--- src/rtl/polygon_frustum_clipper_macros.svh ---
// ---------------------------------------------------------------------------
// Assertion macros for the polygon frustum clipper
// Shared property shapes used by the clipper modules.
// ---------------------------------------------------------------------------
`ifndef POLYGON_FRUSTUM_CLIPPER_MACROS_SVH
`define POLYGON_FRUSTUM_CLIPPER_MACROS_SVH

// Condition c must hold in the same cycle as a.
`define PCC_ASSERT_SAME(label, clk, rst, a, c, msg) \
  label: assert property (@(posedge clk) disable iff (rst) (a) |-> (c)) else $error(msg);

// Condition c must hold in the cycle after a.
`define PCC_ASSERT_NEXT(label, clk, rst, a, c, msg) \
  label: assert property (@(posedge clk) disable iff (rst) (a) |=> (c)) else $error(msg);

`endif

--- src/rtl/pfc_pkg.sv ---
// ---------------------------------------------------------------------------
// Polygon frustum clipper package
// Shared types, constants and the plane distance function.
// ---------------------------------------------------------------------------
package pfc_pkg;

  localparam int MAX_VERTICES_DEF = 16;
  localparam int FRAC_BITS_DEF    = 16;
  localparam int QDEPTH           = 4;
  localparam int QAW              = 2;

  typedef struct packed {
    logic signed [31:0] x;
    logic signed [31:0] y;
    logic signed [31:0] z;
    logic signed [31:0] w;
    logic signed [31:0] s;
  } vtx_t;

  typedef struct packed {
    vtx_t vtx;
    logic in_view;
    logic keep;
    logic last;
  } q_entry_t;

  typedef enum logic [2:0] {
    PL_FRONT  = 3'd0,
    PL_LEFT   = 3'd1,
    PL_RIGHT  = 3'd2,
    PL_BOTTOM = 3'd3,
    PL_TOP    = 3'd4
  } plane_t;

  typedef enum logic [3:0] {
    ST_LOAD,
    ST_PASS_RD,
    ST_CUR_WAIT,
    ST_NXT_RD,
    ST_NXT_WAIT,
    ST_DECIDE,
    ST_DIV,
    ST_MUL,
    ST_ACC,
    ST_IWRITE,
    ST_NEXT,
    ST_EMIT_RD,
    ST_EMIT_WAIT,
    ST_EMIT_HOLD,
    ST_EMPTY
  } bstate_t;

  // Distance-like value of a vertex against one plane; not negative means inside.
  function automatic logic signed [33:0] plane_f(plane_t p, vtx_t v, logic signed [31:0] nz);
    logic signed [33:0] x;
    logic signed [33:0] y;
    logic signed [33:0] z;
    logic signed [33:0] n;
    logic signed [33:0] r;
    x = $signed({{2{v.x[31]}}, v.x});
    y = $signed({{2{v.y[31]}}, v.y});
    z = $signed({{2{v.z[31]}}, v.z});
    n = $signed({{2{nz[31]}}, nz});
    case (p)
      PL_FRONT:  r = n - z;
      PL_LEFT:   r = x - z;
      PL_RIGHT:  r = -x - z;
      PL_BOTTOM: r = y - z;
      default:   r = -y - z;
    endcase
    return r;
  endfunction

endpackage

--- src/rtl/pfc_front.sv ---
// ---------------------------------------------------------------------------
// Clipper front end
// Accepts vertices, classifies them against all planes and marks overflow.
// ---------------------------------------------------------------------------
module pfc_front #(
  parameter int MAX_VERTICES = pfc_pkg::MAX_VERTICES_DEF
) (
  input  logic                clk,
  input  logic                rst,
  input  logic signed [31:0]  nz,
  input  logic                in_valid,
  output logic                in_stall,
  input  logic signed [31:0]  vx,
  input  logic signed [31:0]  vy,
  input  logic signed [31:0]  vz,
  input  logic signed [31:0]  vw,
  input  logic signed [31:0]  vshade,
  input  logic                vlast,
  input  logic                q_full,
  output logic                q_push,
  output pfc_pkg::q_entry_t   q_data
);
  import pfc_pkg::*;

  localparam int CW = $clog2(MAX_VERTICES + 1);

  logic [CW-1:0] cnt;
  logic          in_view;
  vtx_t          v;

  assign v = '{x: vx, y: vy, z: vz, w: vw, s: vshade};

  always_comb begin
    in_view = 1'b1;
    for (int p = 0; p < 5; p++) begin
      if (plane_f(plane_t'(3'(p)), v, nz) < 0) in_view = 1'b0;
    end
  end

  assign in_stall = q_full;
  assign q_push   = in_valid && !q_full;

  always_comb begin
    q_data.vtx     = v;
    q_data.in_view = in_view;
    q_data.keep    = cnt < CW'(MAX_VERTICES);
    q_data.last    = vlast;
  end

  always_ff @(posedge clk) begin
    if (rst) begin
      cnt <= '0;
    end else if (q_push) begin
      if (vlast) cnt <= '0;
      else if (q_data.keep) cnt <= cnt + CW'(1);
    end
  end

endmodule

--- config.mk ---
export PLATFORM = sky130hd
export DESIGN_NAME = pfc_front
export DESIGN_NICKNAME = d
export VERILOG_FILES = /design/src/rtl/polygon_frustum_clipper_macros.svh /design/src/rtl/pfc_pkg.sv /design/src/rtl/pfc_front.sv
export SDC_FILE = /design/constraint.sdc
export NUM_CORES = 1
export LEC_CHECK = 0
export ABC_AREA = 1
export BUFFER_PORTS_ARGS = -buffer_cell sky130_fd_sc_hd__buf_2
export CORE_AREA = 3 3 141 143
export CTS_CLUSTER_SIZE = 24
export DETAILED_ROUTE_END_ITERATION = 16
export DIE_AREA = 0 0 144 146
export PLACE_DENSITY = 0.71
export SLEW_MARGIN = 5
export SYNTH_ARGS = -nofsm -noshare
export SYNTH_HDL_FRONTEND = slang
export SYNTH_SLANG_ARGS = --single-unit
--- constraint.sdc ---
create_clock -name clk -period 1.7 [get_ports clk]
set_input_delay 0 -clock clk [delete_from_list [all_inputs] [get_ports clk]]
set_output_delay 0 -clock clk [all_outputs]
set_load 0.05 [all_outputs]
; Word-level counts from Yosys, hierarchy flattened
; Cells that the tools add are included.
[word_totals]
reg_bits = 5
input_bits = 197
output_inout_bits = 165
wordCells = 26
[op_classes]
n_addsub = 8
order_cmp = 6
n_mux = 7
reduce_logical = 4
[ops]
columns = cell, count
row1 = "less-than comparator 33 x 1 -> 1 bit, second input constant", 3
row2 = subtractor 32 x 32 -> 33 bit, 3
row3 = "less-than comparator 34 x 1 -> 1 bit, second input constant", 2
row4 = negator 32 -> 34 bit, 2
row5 = subtractor 34 x 32 -> 34 bit, 2
row6 = two-way mux 5 bit, 2
row7 = "adder 5 x 1 -> 5 bit, second input constant", 1
row8 = "less-than comparator 5 bit, second input constant", 1
row9 = two-way mux 1 bit, 5
row10 = AND reduction 2 bit, 1
row11 = nonzero test 2 bit, 1
row12 = logical AND 1 bit, 1
row13 = zero test 1 bit, 1

; Depth between registers and ports, before layout
[logic_depth]
depth_word = 7
depth_mapped = 20
depth_no_buf = 19

; Worst setup path after synthesis
; Ideal clock, no wire load.
[synth_path]
kind = input-to-output
from = input port vz[31]
to = output port q_data[2] (netlist bit)
arrival_time_ns = 1.682
required_time_ns = 1.700
setup_slack_ns = 0.018
path_stages = 14
path_buffers = 1
path_cell_list = inv_1 -> ha_1 -> ha_1 -> inv_1 -> nor3_2 -> nand2_1 -> nor4_1 -> nand2_1 -> nand2_1 -> nand2_1 -> nand2_1 -> nand2_1 -> nor2_2 -> buf_4
[synth_between]
elab_chain_cells = 7
elab_cells_between_ends = 15
cone_classes = add/sub: 5 / order compare: 5 / mux: 5
[synth_rtl]
columns = item, line
row1 = "start, declared", pfc_front.sv:15  ; input logic signed [31:0] vz,
row2 = subtractor 32 x 32 -> 33 bit, pfc_pkg.sv:65  ; PL_FRONT: r = n - z;
row3 = less-than comparator 33 x 1 -> 1 bit, pfc_front.sv:36  ; if (plane_f(plane_t'(3'(p)), v, nz) < 0) in_view = 1'b0;
row4 = two-way mux 1 bit (4 in series), pfc_front.sv:36
row5 = two-way mux 1 bit (*), pfc_front.sv:36
row6 = "end, declared", pfc_front.sv:21  ; output pfc_pkg::q_entry_t q_data
; Mark *: on every way between the ends. The rest lies on a longest branch, timed or not.

==> flow_summary.yaml <==
setup_path:
  critPathMaxStageDelay_ns: 0.27
  reg2reg_from: "cnt[4]"
  crit_start: "vx[28]"
  cpMaxStageDelayCell: "ha_4"
  cp_top_family: "simple AND/OR/NAND/NOR gates"
  cp_max_fo: 2
  cp.arrival_ns: 1.87
  r2r_setup_slack_ns: 0.64
  cp_num_buf_inv: 3
  end_kind: "primary output"
  cp_cell_sequence: "buf_2, inv_1, ha_4, ha_4, nand2_1, nor2_2, nand2_2, nor4_4, nand2_2, nand2_1, nand2_1, nand2_2, nand3_2, nor2_2, buf_6"
  start_kind: "input port"
  cp.required_ns: 1.70
  cp.depth: 15
  setup.worst_path.end: "q_data[2]"
  worst-r2r-cell-count: 7
  path_class: "input port to primary output"
  worstReg2RegEnd: "cnt[3]"
clocking:
  cts_max_path_buffers: 2
  cts-root-buf: "clkbuf_16"
  cts.sinks: 5
  cts_tree: "yes"
  numCtsBuffers: 3
  insertion_delay_ns: 0.23
  h-tree-depth: 1
power_and_ir_drop:
  powerDensity_nw_per_um2: 370.3
  p_total_mw: 3.166
  vdd.ir_drop.worst_mv: 0.5243
  p_leak_nw: 4.869
floorplan:
  io_pins: 362
  dieArea_um2: 21020
  rows: 50
  dieWidth_um: 144
  chipHeight_um: 146
  initial_core_util_pct: 33.48
  coreArea_um2: 18710
timing:
  fin_ws_ns: -0.1702
  worst_slew_pin_slew_ns: 0.3724
  fmax_ghz: 0.5347
  fin_crit_sh_pct: 110.0
  min_period_ns: 1.870
  finalHoldViolations: 0
  setup_violations: 1
  rsz0062_at_grt: "yes"
  slew_headroom_pct: 74.78
  drv_slew: 0
  fin_worst_skew_ns: 0.0001688
layout:
  nFillCells: 1827
  finalNonFillerCells: 1336
  regMostFlops: "cnt"
  drive_gt1_share_pct: 46.01
  largest_register_ffs: 5
  largestRegisters: "cnt x5"
  antenna_cells: 0
  final-seq-area_um2: 100.1
  area_growth_pct: 36.52
  finalNetCount: 1518
  multi_input_area_um2: 5142
grt:
  antenna_found_initial: 0
  grt_pass1_vias: 6370
  grt_pass1_wl_mm: 27.99
  grt_usage_pct: 15.80
  grt_max_degree: 6
  grt_remaining_overflow: 0
drt:
  routed_wl_mm: 17.91
  avgViaCountPerCell: 4.557
  drt_iter0_drc: 150
  drcViolationCount: 0
  drt_first_pass_iters: 4
  drt.antenna.violating_nets: 0
  route.detailed.wl_per_inst_um: 13.40
  via_count: 6088
status:
  status: "finished, violations left"
  failed_checks: "setup timing"
placement:
  dp_slack_ns: -0.4311
  hpwl_mm: 15.33
  dpl.cell_count: 1321
  portBuffers: 233
  place.gp.congestion: 0.8510
yosys:
  netlist_top_cells_area: "ha_1 44%, buf_4 20%, inv_1 9.4%"
  async_reset_ff_share_pct: 0
  synth.avg_cell_area_um2: 7.084
  synth_area_leader_cell: "ha_1"
  synth_edf_count: 0
  yosys.cell_types.count: 37
  synth_flop_cell: "dfxtp_1"
  synth_nets: 1299
  yosysTopAreaCellShare_pct: 43.56
  yosysWarnings: 0
  ys_ff_latch: 5
  synth_area_um2: 6262
  netlist_instances: 884
  synth-seq-area-share_pct: 1.598
job:
  maxCapViolCount: 0
worst_hold_path:
  hold_class: "input port to primary output"
[synth_stat cells (2+ instances only)]
cell type,n
ha_1,218
buf_4,163
inv_1,156
nand2_1,123
a21oi_1,72
nor2_1,50
o21ai_0,18
nand3_1,13
nand4_1,9
nor4_1,7
o21bai_1,7
dfxtp_1,5
nand3b_1,4
nor3_1,4
o21a_1,4
or2_1,4
o21ai_1,3
clkinv_1,2
nand2_2,2
nand3_2,2
o211ai_1,2
[layout make-up]
| type | count | area share (%) |
|---|---|---|
| tap | 234 | 3.425 |
| multi-input combinational | 557 | 60.15 |
| clock buffer | 4 | 0.9220 |
| sequential | 5 | 1.171 |
| inverter | 159 | 7.537 |
| timing repair buffer | 377 | 26.80 |
[cells by family after synthesis]
kind of cell	Yosys count	synth area share, %
xor gates and xnor gates	2	0.2798
and+or+nand+nor	227	16.00
AOI/OAI and AO/OA	110	9.491
buffers and inverters	322	29.07
adders and majority gates	218	43.56
DFF	5	1.598
[cell usage in the layout (no fill, tap or decap), types with 7 or more instances in the layout]
cell      instances
buf_2           227
ha_1            165
buf_4           143
inv_1           120
nand2_1         114
a21oi_1          67
ha_4             53
nor2_1           45
inv_2            23
nand3_1          12
nand2_2          11
inv_4            10
o21ai_1          10
o21ai_0          10
nand4_1           9
o21bai_1          7
[layer usage]
| layer | vias to the layer above | GRT usage [%] | routed length, um |
|---|---|---|---|
| li1 | 3120 | - | - |
| met5 | - | 0 | 0 |
| met1 | 2723 | 17.45 | 7302 |
| met4 | 0 | 2.119 | 206 |
| met3 | 27 | 2.563 | 1089 |
| met2 | 218 | 31.54 | 9307 |
[where the power goes]
part | switching, mW | leakage, nW | internal (mW)
Clock | 0.0775 | 0.0382 | 0.311
Combinational | 1.53 | 4.79 | 1.12
Sequential | 0.00226 | 0.0405 | 0.121
Total | 1.61 | 4.87 | 1.55
[metrics by stage]
| stage | utilization [%] | cell area, um2 | hold WS [ns] | TNS (ns) |
|---|---|---|---|---|
| 2_1_floorplan | - | 6262 | 0.06907 | 0 |
| 3_3_place_gp | 40.07 | 7496 | 0.0003409 | -0.4263 |
| 3_5_place_dp | 40.07 | 7496 | 0.0003409 | -0.4311 |
| 4_1_cts | 44.04 | 8238 | 0.0003409 | -0.1472 |
| 5_1_grt | 45.71 | 8549 | 0.00007182 | -0.3045 |
| 6_report | 45.71 | 8549 | 0.00001758 | -0.1702 |
[worst min path at each step]
stage,start,cells past startpoint,slack [ns],end
2_1_floorplan,rst,1,0.07,cnt[1]
3_3_place_gp,vshade[9],0,0.0003,q_data[12]
3_5_place_dp,vshade[9],0,0.0003,q_data[12]
4_1_cts,vshade[9],0,0.0003,q_data[12]
5_1_grt,vw[30],0,0.00007,q_data[65]
6_report,vshade[31],0,0.00002,q_data[34]
[what timing repair did]
action | in CTS | in global routing
buffers inserted | 9 | 1
gates cloned | 0 | 0
pin swaps | 41 | 24
endpoints found under the setup margin | 1 | 1
resized for setup | 117 | 44
endpoints found under the hold margin | 1 | 0
hold buffers | 1 | 0
[worst register-to-register path: stages, from the launching register on]
cell     delay, ns
dfxtp_1       0.28
inv_1         0.08
nand2_1       0.11
nand2_1       0.14
inv_1         0.06
nor2_1        0.11
xnor2_1       0.13
nor2_1        0.05
(Power assumes the default switching activity.)
