`src/rtl/polygon_frustum_clipper_macros.svh`:
```
// ---------------------------------------------------------------------------
// Assertion macros for the polygon frustum clipper
// Shared property shapes used by the clipper modules.
// ---------------------------------------------------------------------------
`ifndef POLYGON_FRUSTUM_CLIPPER_MACROS_SVH
`define POLYGON_FRUSTUM_CLIPPER_MACROS_SVH

// Condition c must hold in the same cycle as a.
`define PCC_ASSERT_SAME(label, clk, rst, a, c, msg) \
  label: assert property (@(posedge clk) disable iff (rst) (a) |-> (c)) else $error(msg);

// Condition c must hold in the cycle after a.
`define PCC_ASSERT_NEXT(label, clk, rst, a, c, msg) \
  label: assert property (@(posedge clk) disable iff (rst) (a) |=> (c)) else $error(msg);

`endif

```
`src/rtl/pfc_pkg.sv`:
```
// ---------------------------------------------------------------------------
// Polygon frustum clipper package
// Shared types, constants and the plane distance function.
// ---------------------------------------------------------------------------
package pfc_pkg;

  localparam int MAX_VERTICES_DEF = 16;
  localparam int FRAC_BITS_DEF    = 16;
  localparam int QDEPTH           = 4;
  localparam int QAW              = 2;

  typedef struct packed {
    logic signed [31:0] x;
    logic signed [31:0] y;
    logic signed [31:0] z;
    logic signed [31:0] w;
    logic signed [31:0] s;
  } vtx_t;

  typedef struct packed {
    vtx_t vtx;
    logic in_view;
    logic keep;
    logic last;
  } q_entry_t;

  typedef enum logic [2:0] {
    PL_FRONT  = 3'd0,
    PL_LEFT   = 3'd1,
    PL_RIGHT  = 3'd2,
    PL_BOTTOM = 3'd3,
    PL_TOP    = 3'd4
  } plane_t;

  typedef enum logic [3:0] {
    ST_LOAD,
    ST_PASS_RD,
    ST_CUR_WAIT,
    ST_NXT_RD,
    ST_NXT_WAIT,
    ST_DECIDE,
    ST_DIV,
    ST_MUL,
    ST_ACC,
    ST_IWRITE,
    ST_NEXT,
    ST_EMIT_RD,
    ST_EMIT_WAIT,
    ST_EMIT_HOLD,
    ST_EMPTY
  } bstate_t;

  // Distance-like value of a vertex against one plane; not negative means inside.
  function automatic logic signed [33:0] plane_f(plane_t p, vtx_t v, logic signed [31:0] nz);
    logic signed [33:0] x;
    logic signed [33:0] y;
    logic signed [33:0] z;
    logic signed [33:0] n;
    logic signed [33:0] r;
    x = $signed({{2{v.x[31]}}, v.x});
    y = $signed({{2{v.y[31]}}, v.y});
    z = $signed({{2{v.z[31]}}, v.z});
    n = $signed({{2{nz[31]}}, nz});
    case (p)
      PL_FRONT:  r = n - z;
      PL_LEFT:   r = x - z;
      PL_RIGHT:  r = -x - z;
      PL_BOTTOM: r = y - z;
      default:   r = -y - z;
    endcase
    return r;
  endfunction

endpackage

```
`src/rtl/pfc_fifo.sv`:
```
// ---------------------------------------------------------------------------
// Clipper vertex queue
// Short first-in first-out queue between the front end and the clip engine.
// ---------------------------------------------------------------------------
module pfc_fifo (
  input  logic              clk,
  input  logic              rst,
  input  logic              push,
  input  pfc_pkg::q_entry_t wdata,
  output logic              full,
  input  logic              pop,
  output pfc_pkg::q_entry_t rdata,
  output logic              empty
);
  import pfc_pkg::*;

  q_entry_t       mem [QDEPTH];
  logic [QAW-1:0] wp;
  logic [QAW-1:0] rp;
  logic [QAW:0]   cnt;

  assign full  = cnt == (QAW+1)'(QDEPTH);
  assign empty = cnt == '0;
  assign rdata = mem[rp];

  always_ff @(posedge clk) begin
    if (push) mem[wp] <= wdata;
  end

  always_ff @(posedge clk) begin
    if (rst) begin
      wp  <= '0;
      rp  <= '0;
      cnt <= '0;
    end else begin
      if (push) wp <= wp + QAW'(1);
      if (pop) rp <= rp + QAW'(1);
      cnt <= cnt + (QAW+1)'(push) - (QAW+1)'(pop);
    end
  end

endmodule

```
`config.mk`:
```
export PLATFORM = sky130hd
export DESIGN_NAME = pfc_fifo
export DESIGN_NICKNAME = d
export VERILOG_FILES = /design/src/rtl/polygon_frustum_clipper_macros.svh /design/src/rtl/pfc_pkg.sv /design/src/rtl/pfc_fifo.sv
export SDC_FILE = /design/constraint.sdc
export NUM_CORES = 1
export LEC_CHECK = 0
export BUFFER_PORTS_ARGS = -buffer_cell sky130_fd_sc_hd__buf_2
export CORE_ASPECT_RATIO = 1.25
export CORE_MARGIN = 5
export CORE_UTILIZATION = 40
export DETAILED_ROUTE_END_ITERATION = 16
export MAX_ROUTING_LAYER = met4
export PLACE_DENSITY = 0.59
export SLEW_MARGIN = 25
export SYNTH_ARGS = -nofsm -noshare
export SYNTH_HDL_FRONTEND = slang
export SYNTH_SLANG_ARGS = --single-unit
```
`constraint.sdc`:
```
create_clock -name clk -period 4.7 [get_ports clk]
set_input_delay 0.47 -clock clk [delete_from_list [all_inputs] [get_ports clk]]
set_output_delay 0.47 -clock clk [all_outputs]
set_load 0.01 [all_outputs]
```
# After elaboration in Yosys (flattened, before gate mapping)
# Memories as Yosys holds them, arrays and structs flattened. A register that Yosys moved wholly into a read port is not among the register bits.
# Index checks and enable logic that the tools add are counted.
[totals]
ff_bits = 7
mem_bits_rw = 652
inputBits = 167
elab_cells = 14
memories = 1
[op_classes]
add_sub_neg = 4
n_eq_ne = 1
n_mux = 4
reduce_logical = 1
[mem_list]
columns = ["name", "words", "width", "rd", "rd_ports_with_merged_regs", "wr", "line_no", "rtl"]
rows = [
  ["mem", 4, 163, 1, 1, 1, "pfc_fifo.sv:17", "q_entry_t mem [QDEPTH];"],
]
[ops]
columns = ["op", "n"]
rows = [
  ["2-bit by 1-bit adder with 2-bit output (second input constant)", 2],
  ["2-bit two-way mux", 2],
  ["3-bit by 1-bit adder with 3-bit output", 1],
  ["3-bit equality test (second input constant)", 1],
  ["3-bit logical NOT", 1],
  ["3-bit by 1-bit subtractor with 3-bit output", 1],
  ["1-bit two-way mux", 2],
]

# Logic depth before layout (Yosys ltp)
# Gate-level depths: netlist (run 1).
[depth]
word_depth = 3
ltp_mapped = 7
depth_no_buf = 7

# Least setup slack after synthesis (run 1)
# Ideal clock, no wire load.
[synth_timing]
path_kind = "reg-to-reg"
from = "register wp[0]"
to = "memory mem[0][0] in the netlist's numbering, enable pin"
arrival_ns = 4.264
required_time_ns = 4.158
setup_slack_ns = -0.105
stages_incl_launch_ff = 4
n_path_buf = 0
synth_period_minus_slack_ns = 4.805
cell_sequence = "dfxtp_1 -> inv_1 -> ha_1 -> and2_1"
[synth_lines]
columns = ["element", "line_no", "rtl"]
rows = [
  ["from (decl)", "pfc_fifo.sv:18", "logic [QAW-1:0] wp;"],
  ["from (signal assigned)", "pfc_fifo.sv:36", "if (push) wp <= wp + QAW'(1);"],
  ["to (decl)", "pfc_fifo.sv:17", ""],
]
# Straight into the memory's write port.

==> results of run 1 <==
## cells in the mapped netlist, drive strengths merged
master  instances  share of area, %
a21bo           1             0.042
a21oi           1             0.021
and2            4              0.10
and3            1             0.026
buf            33              0.93
clkbuf          3             0.047
dfxtp           9              0.75
edfxtp        652                82
fa              1             0.084
ha              6              0.31
inv             6             0.094
mux2i           1             0.042
mux4          163                15
nand3b          1             0.031
nor2            5             0.078
nor2b           2             0.052
nor3            1             0.021
xnor2           2             0.073
xor3            1             0.099
## cells by family (layout without fill, tap and decap cells)
| logic type | count (synthesis) | in the layout |
|---|---|---|
| other cells | 0 | 9 |
| mux | 164 | 164 |
| xor+xnor | 3 | 3 |
| simple gates | 14 | 14 |
| compound gates | 2 | 2 |
| buf+inv | 42 | 475 |
| flops | 661 | 661 |
| fa+ha+maj | 7 | 7 |
## per-stage QoR
| step | instances | total power (µW) |
|---|---|---|
| after CTS | 2091 | 13100 |
| after floorplan | 893 | 7680 |
| final | 2100 | 12900 |
| after detailed placement | 1976 | 8240 |
| after global placement | 1976 | 8210 |
| after global routing | 2100 | 13400 |
## layout make-up
class                      instances  area, µm²
clock inverter                    40        363
tap                              765        957
antenna                            9       22.5
inverter                           6       22.5
timing repair buffer             354       1990
multi-input combinational        190       3920
clock buffer                      75       1620
sequential                       661      19800
fill                            4841      30800
## routing by layer
layer / wire [µm] / vias to the layer above
met5: 0 / -
met4: 884 / 0
met3: 3010 / 63
met2: 23900 / 279
met1: 19600 / 5563
li1: - / 4665
## flip-flops by register name, indices dropped and copies added, names as in the netlist, named ones only
signal	count
mem	652
wp	2
rp	2
cnt	3
## worst reg2reg max path: cells and delay by family (launching register included)
| kind | cells | cell delay [ps] |
|---|---|---|
| buffers and inverters | 1 | 410 |
| adder cells (fa/ha/maj) | 1 | 170 |
| flip-flops | 1 | 400 |
| AND/OR/NAND/NOR | 1 | 770 |
## worst paths after layout
kind	start	end	slack, ps
hold reg to reg	rp[0]$_SDFFE_PP0P_	flip-flop	540
hold / removal	wdata[54]	mem[3][54]$_DFFE_PP_	80
setup / recovery	flip-flop	rdata[151]	1520
setup reg to reg	wp[0]$_SDFFE_PP0P_	mem[3][123]$_DFFE_PP_	2590
## power by group through the flow
stage,Combinational (µW),Clock (µW),Sequential (µW)
finish,1200,4840,6870
global route,1300,5260,6890
CTS,1240,5000,6870
detailed placement,1240,0,7000
global placement,1230,0,6980
floorplan,721,0,6960
==> run_results.csv, run 1 <==
group,metric,value,unit
cts,ctsResizeCount,0,
yosys,syn_area,23900,µm²
floorplan,coreArea,59400,µm²
power_and_ir_drop,p_comb_share,9.3,%
route,drt_wl_total,47.4,mm
power_and_ir_drop,seqPwrFrac,53.2,%
sta,fin_tns_setup,0,ps
yosys,ys_types,22,
cts,htreeDepth,2,
global_routing,met1_usage,18.8,%
flow_run,drv_cap,0,
setup_path,critPathRequiredTime,4230,ps
yosys,synth_top_family_by_area,"multiplexers",
yosys,synth_xor_area_share,0.173,%
power_and_ir_drop,clkPwrFrac,37.5,%
route,via_count,10600,
yosys,syn_area_per_cell,26.8,µm²
global_routing,grtUsageTotal,14.8,%
yosys,synthSimpleGateAreaFrac,0.314,%
setup_path,startpoint_type,"flip-flop",
yosys,synth_compound_gate_area_share,0.0628,%
power_and_ir_drop,sw_frac_of_total,21.3,%
final_layout,synthToLayoutAreaGrowth,19.8,%
power_and_ir_drop,p_leak,0.00953,µW
route,ant_nets,0,
cts,clock_path_buffers,3,
final_layout,final_cell_mix,"edfxtp_1, buf_2, mux4_2, clkbuf_16, clkinv_1",
sta,tightestPinTransition,950,ps
global_routing,grt_overflow,0,
sta,final.min_clock_period,3180,ps
place,dp_worst_setup_slack,2030,ps
setup_path,cp_top_family,"flip-flops",
sta,hold_ws,78.1,ps
route,vias_per_cell,5.03,
yosys,seq_area_frac_synth,82.6,%
place,dpl_cell_area,26700,µm²
cts,clkSlewWorstSetupHoldPaths,60,ps
global_routing,grt_max_degree,56,
floorplan,design.die.area,64800,µm²
setup_path,cp_max_fo,50,
route,routedWlPerCell,22.5,µm
sta,hold_viol,0,
sta,fin_skew,10.9,ps
yosys,netlist_instances,893,
sta,setup_viol,0,
setup_path,critPathKind,"flip-flop to primary output",
cts,clockRootBuffer,"clkbuf_16",
power_and_ir_drop,vdd_drop_max,0.316,mV
power_and_ir_drop,power.switching,2750,µW
final_layout,final_nets,1448,
route,drt_iter0_drc,568,
global_routing,use_met2,24.0,%
setup_path,crit_cells,3,
setup_path,path_buf_inv,2,
route,drc,0,
yosys,yosys_warnings,0,
global_routing,antenna_found_initial,10,
place,post-dp-hpwl,29.5,mm
sta,period_share,67.7,%
yosys,syn_nets,1067,
setup_path,reg2reg_depth,3,
floorplan,die_h,283,µm
yosys,synth_fa_ha_area_share,0.398,%
cts,clkSinkCount,661,
floorplan,io_pins,332,
cts,clock_latency,600,ps
final_layout,layout_commonest_cell,"edfxtp_1",
hold_path,holdPathStages,1,
power_and_ir_drop,p_per_area,450,nW/µm²
global_routing,grt_pass1_vias,11400,
global_routing,met3_usage,4.39,%
global_routing,top_usage_layer,"met2",
place,port_buffers,331,
yosys,synth_mux_area_share,15.4,%
sta,slew_viol_final,0,
sta,rsz0062_at_grt,"false",
route,dr.pass1.iters,4,
setup_path,endpoint_kind,"primary output",
yosys,ys_ff_latch,661,
final_layout,utilization,48.2,%
sta,max_freq,314,MHz
cts,numCtsBuffers,61,
final_layout,fin_area,28700,µm²
setup_path,crit_chain,"buf_12 -> mux4_2 -> buf_2",
power_and_ir_drop,intPower,10200,µW
status,status,"finished, final reports clean",
cts,cts_setup_buffers,0,
sta,finalWorstSetupSlack,1520,ps
hold_path,min_path_type,"primary input to flip-flop",
global_routing,grt_pass1_wl,72.0,mm
floorplan,rows,100,
cts,ctsHoldBuffers,0,
setup_path,max_stage_delay,850,ps
final_layout,layout-drive-gt1-share,45.8,%
setup_path,cpMaxStageDelayCell,"dfxtp_4",
place,gp_congestion,0.735,
cts,cts_tree,"built",
setup_path,arrival,2710,ps
floorplan,die_w,229,µm
sta,slew_headroom,36.7,%
floorplan,initial_core_util,40.3,%
Power figures use the tool's default switching activity.
==> inputs of run 2 (changes only) <==
--- a/config.mk
+++ b/config.mk
@@ -5,6 +5,7 @@
 export SDC_FILE = /design/constraint.sdc
 export NUM_CORES = 1
 export LEC_CHECK = 0
+export ABC_AREA = 1
 export BUFFER_PORTS_ARGS = -buffer_cell sky130_fd_sc_hd__buf_2
 export CORE_ASPECT_RATIO = 1.25
 export CORE_MARGIN = 5
==> constraint.sdc (replaced) <==
create_clock -name clk -period 2.8 [get_ports clk]
set_input_delay 0.28 -clock clk [delete_from_list [all_inputs] [get_ports clk]]
set_output_delay 0.28 -clock clk [all_outputs]
set_load 0.01 [all_outputs]
==> run 2 against run 1 <==
- wire length rose by 23%
- critical path depth rose by 2
- first-iteration DRC count rose by 43%
- synthesized cell count rose by 120%
- global-route usage rose by 1.2 points
- core utilization rose by 2.0 points
- sequential power rose by 66%
- sequential cell count did not move
- setup slack got worse by 1200 ps
==> run_results.csv, run 2 <==
group,metric,value,unit
sta,slew_headroom,46.8,%
power_and_ir_drop,p_per_area,674,nW/µm²
yosys,syn_nets,2132,
sta,hold_ws,71.8,ps
setup_path,r2r_setup_slack,760,ps
route,ant_nets,0,
setup_path,reg2reg_from,"wp[1]$_SDFFE_PP0P_",
sta,setup_viol,0,
cts,clock_path_buffers,3,
sta,max_freq,407,MHz
cts,clkSlewWorstSetupHoldPaths,60,ps
route,via_count,16100,
setup_path,critPathKind,"flip-flop to primary output",
yosys,ys.flop_type,"edfxtp_1",
sta,slew_viol_final,0,
yosys,seq_area_frac_synth,73.6,%
status,status,"finished, final reports clean",
yosys,synthTopCellsByArea,"edfxtp_1, o211ai_2, inv_1",
route,routedWlPerCell,17.1,µm
route,drt_iter0_drc,810,
place,port_buffers,331,
yosys,synth-async-reset-ratio,0,%
final_layout,largest_reg_flops,652,
yosys,ys_types,19,
final_layout,layout-drive-gt1-share,26.1,%
yosys,synth_edf_count,652,
sta,fin_skew,21.6,ps
sta,final.min_clock_period,2460,ps
cts,ctsResizeCount,0,
floorplan,rows,106,
setup_path,endpoint_kind,"primary output",
yosys,netlist.top_cell.by_area,"edfxtp_1",
cts,cts_tree,"built",
final_layout,fin_area,33500,µm²
yosys,ys_ff_latch,661,
sta,hold_viol,0,
yosys,netlist_instances,1958,
power_and_ir_drop,p_leak,0.0129,µW
sta,rsz0062_at_grt,"false",
global_routing,grtUsageTotal,16.1,%
cts,clkSinkCount,661,
final_layout,synthToLayoutAreaGrowth,24.8,%
final_layout,multi_input_area,5080,µm²
power_and_ir_drop,vdd_drop_max,0.557,mV
floorplan,coreArea,66700,µm²
floorplan,die_w,242,µm
floorplan,io_pins,332,
yosys,syn_area_per_cell,13.7,µm²
global_routing,grt_overflow,0,
cts,htreeDepth,3,
global_routing,antenna_found_initial,3,
place,gp_congestion,0.784,
place,post-dp-hpwl,36.5,mm
final_layout,fillers,5685,
sta,tightestPinTransition,796,ps
place,dp.cells,3108,
final_layout,stdcell_count,3393,
route,dr.pass1.iters,4,
route,drc,0,
setup_path,startpoint_type,"flip-flop",
yosys,synthTopCellsByCount,"edfxtp_1, inv_1, nand2_1, a21oi_1, o21ai_0",
floorplan,design.die.area,72400,µm²
yosys,synth_most_common_cell,"edfxtp_1",
floorplan,initial_core_util,40.3,%
final_layout,final_cell_mix,"edfxtp_1, inv_1, buf_2, nand2_1, a21oi_1",
route,drt_wl_total,58.0,mm
place,dpl_cell_area,29700,µm²
yosys,yosys.area.top_type_share,72.9,%
floorplan,die_h,300,µm
setup_path,arrival,2180,ps
sta,period_share,87.8,%
yosys,syn_area,26900,µm²
setup_path,cp_max_fo,130,
yosys,yosys_warnings,0,
cts,cts_setup_buffers,0,
setup_path,critPathRequiredTime,2520,ps
final_layout,layout_commonest_cell,"edfxtp_1",
global_routing,grt_pass1_vias,16500,
final_layout,regMostFlops,"mem",
cts,clockRootBuffer,"clkbuf_16",
final_layout,regArea,19800,µm²
hold_path,hold_path.startpoint,"push",
cts,clock_latency,600,ps
final_layout,final_nets,2652,
hold_path,min_path_type,"primary input to flip-flop",
global_routing,grt_max_degree,131,
route,vias_per_cell,4.76,
flow_run,drv_cap,0,
final_layout,top_regs,"mem (652), cnt (3)",
global_routing,grt_pass1_wl,90.6,mm
cts,numCtsBuffers,67,
run 2: critical path, cell delays in order, from the launching register on:
cell	delay (ps)
dfxtp_4	500
buf_12	450
a21oi_1	150
o21ai_0	110
nand2_1	90
buf_2	150
run 2: cells by family (layout without fill, tap and decap cells):
kind of cell / Yosys count / in the layout / synth area share (%)
DFF: 661 / 661 / 73.6
other: 0 / 3 / 0
AOI/OAI and AO/OA: 499 / 499 / 13.7
and+or+nand+nor: 340 / 340 / 4.76
buffers and inverters: 451 / 1019 / 7.56
adders and majority gates: 7 / 7 / 0.354
run 2: worst paths after layout:
kind | cells after the start | to
worst min-delay path | 3 | wp[0]$_SDFFE_PP0P_
worst max register to register | 5 | mem[1][131]$_DFFE_PP_
worst min register to register | 2 | flip-flop
worst max-delay path | 5 | rdata[115]
run 2: repair_timing:
action | in CTS | in global routing
hold buffers | 165 | 0
hold endpoints to repair | 659 | 0
endpoints found under the setup margin | 0 | 0
run 2: layout make-up:
cell class | count | share of cell area, %
diodes | 3 | 0.0224
repair buffers | 560 | 12.3
well taps | 864 | 3.23
clock inverters | 32 | 0.997
inverters | 342 | 3.88
clock buffers | 85 | 5.43
multi-input cells | 846 | 15.2
flip-flops and latches | 661 | 59.0
run 2: through the flow:
stage	setup WS (ps)	total power, µW	TNS (ps)	utilization (%)
after floorplan	-618	12900	-395490	-
after global placement	707	13900	0	44.5
after detailed placement	701	13900	0	44.5
after CTS	243	22900	0	50.2
after global routing	121	23500	0	50.2
final	341	22600	0	50.2
run 2: report_power, final:
group          switching, µW  internal, µW
Sequential               114         11300
Clock                   3690          5020
Combinational           1510           913
run 2: per-layer routing:
metal  vias to the layer above  track usage (%)  wire, µm
met2                       345             27.4     29200
met5                         -                -         0
met4                         0             4.13      1120
met1                      7835             19.3     24700
li1                       7873                -         -
met3                        81             3.92      3100
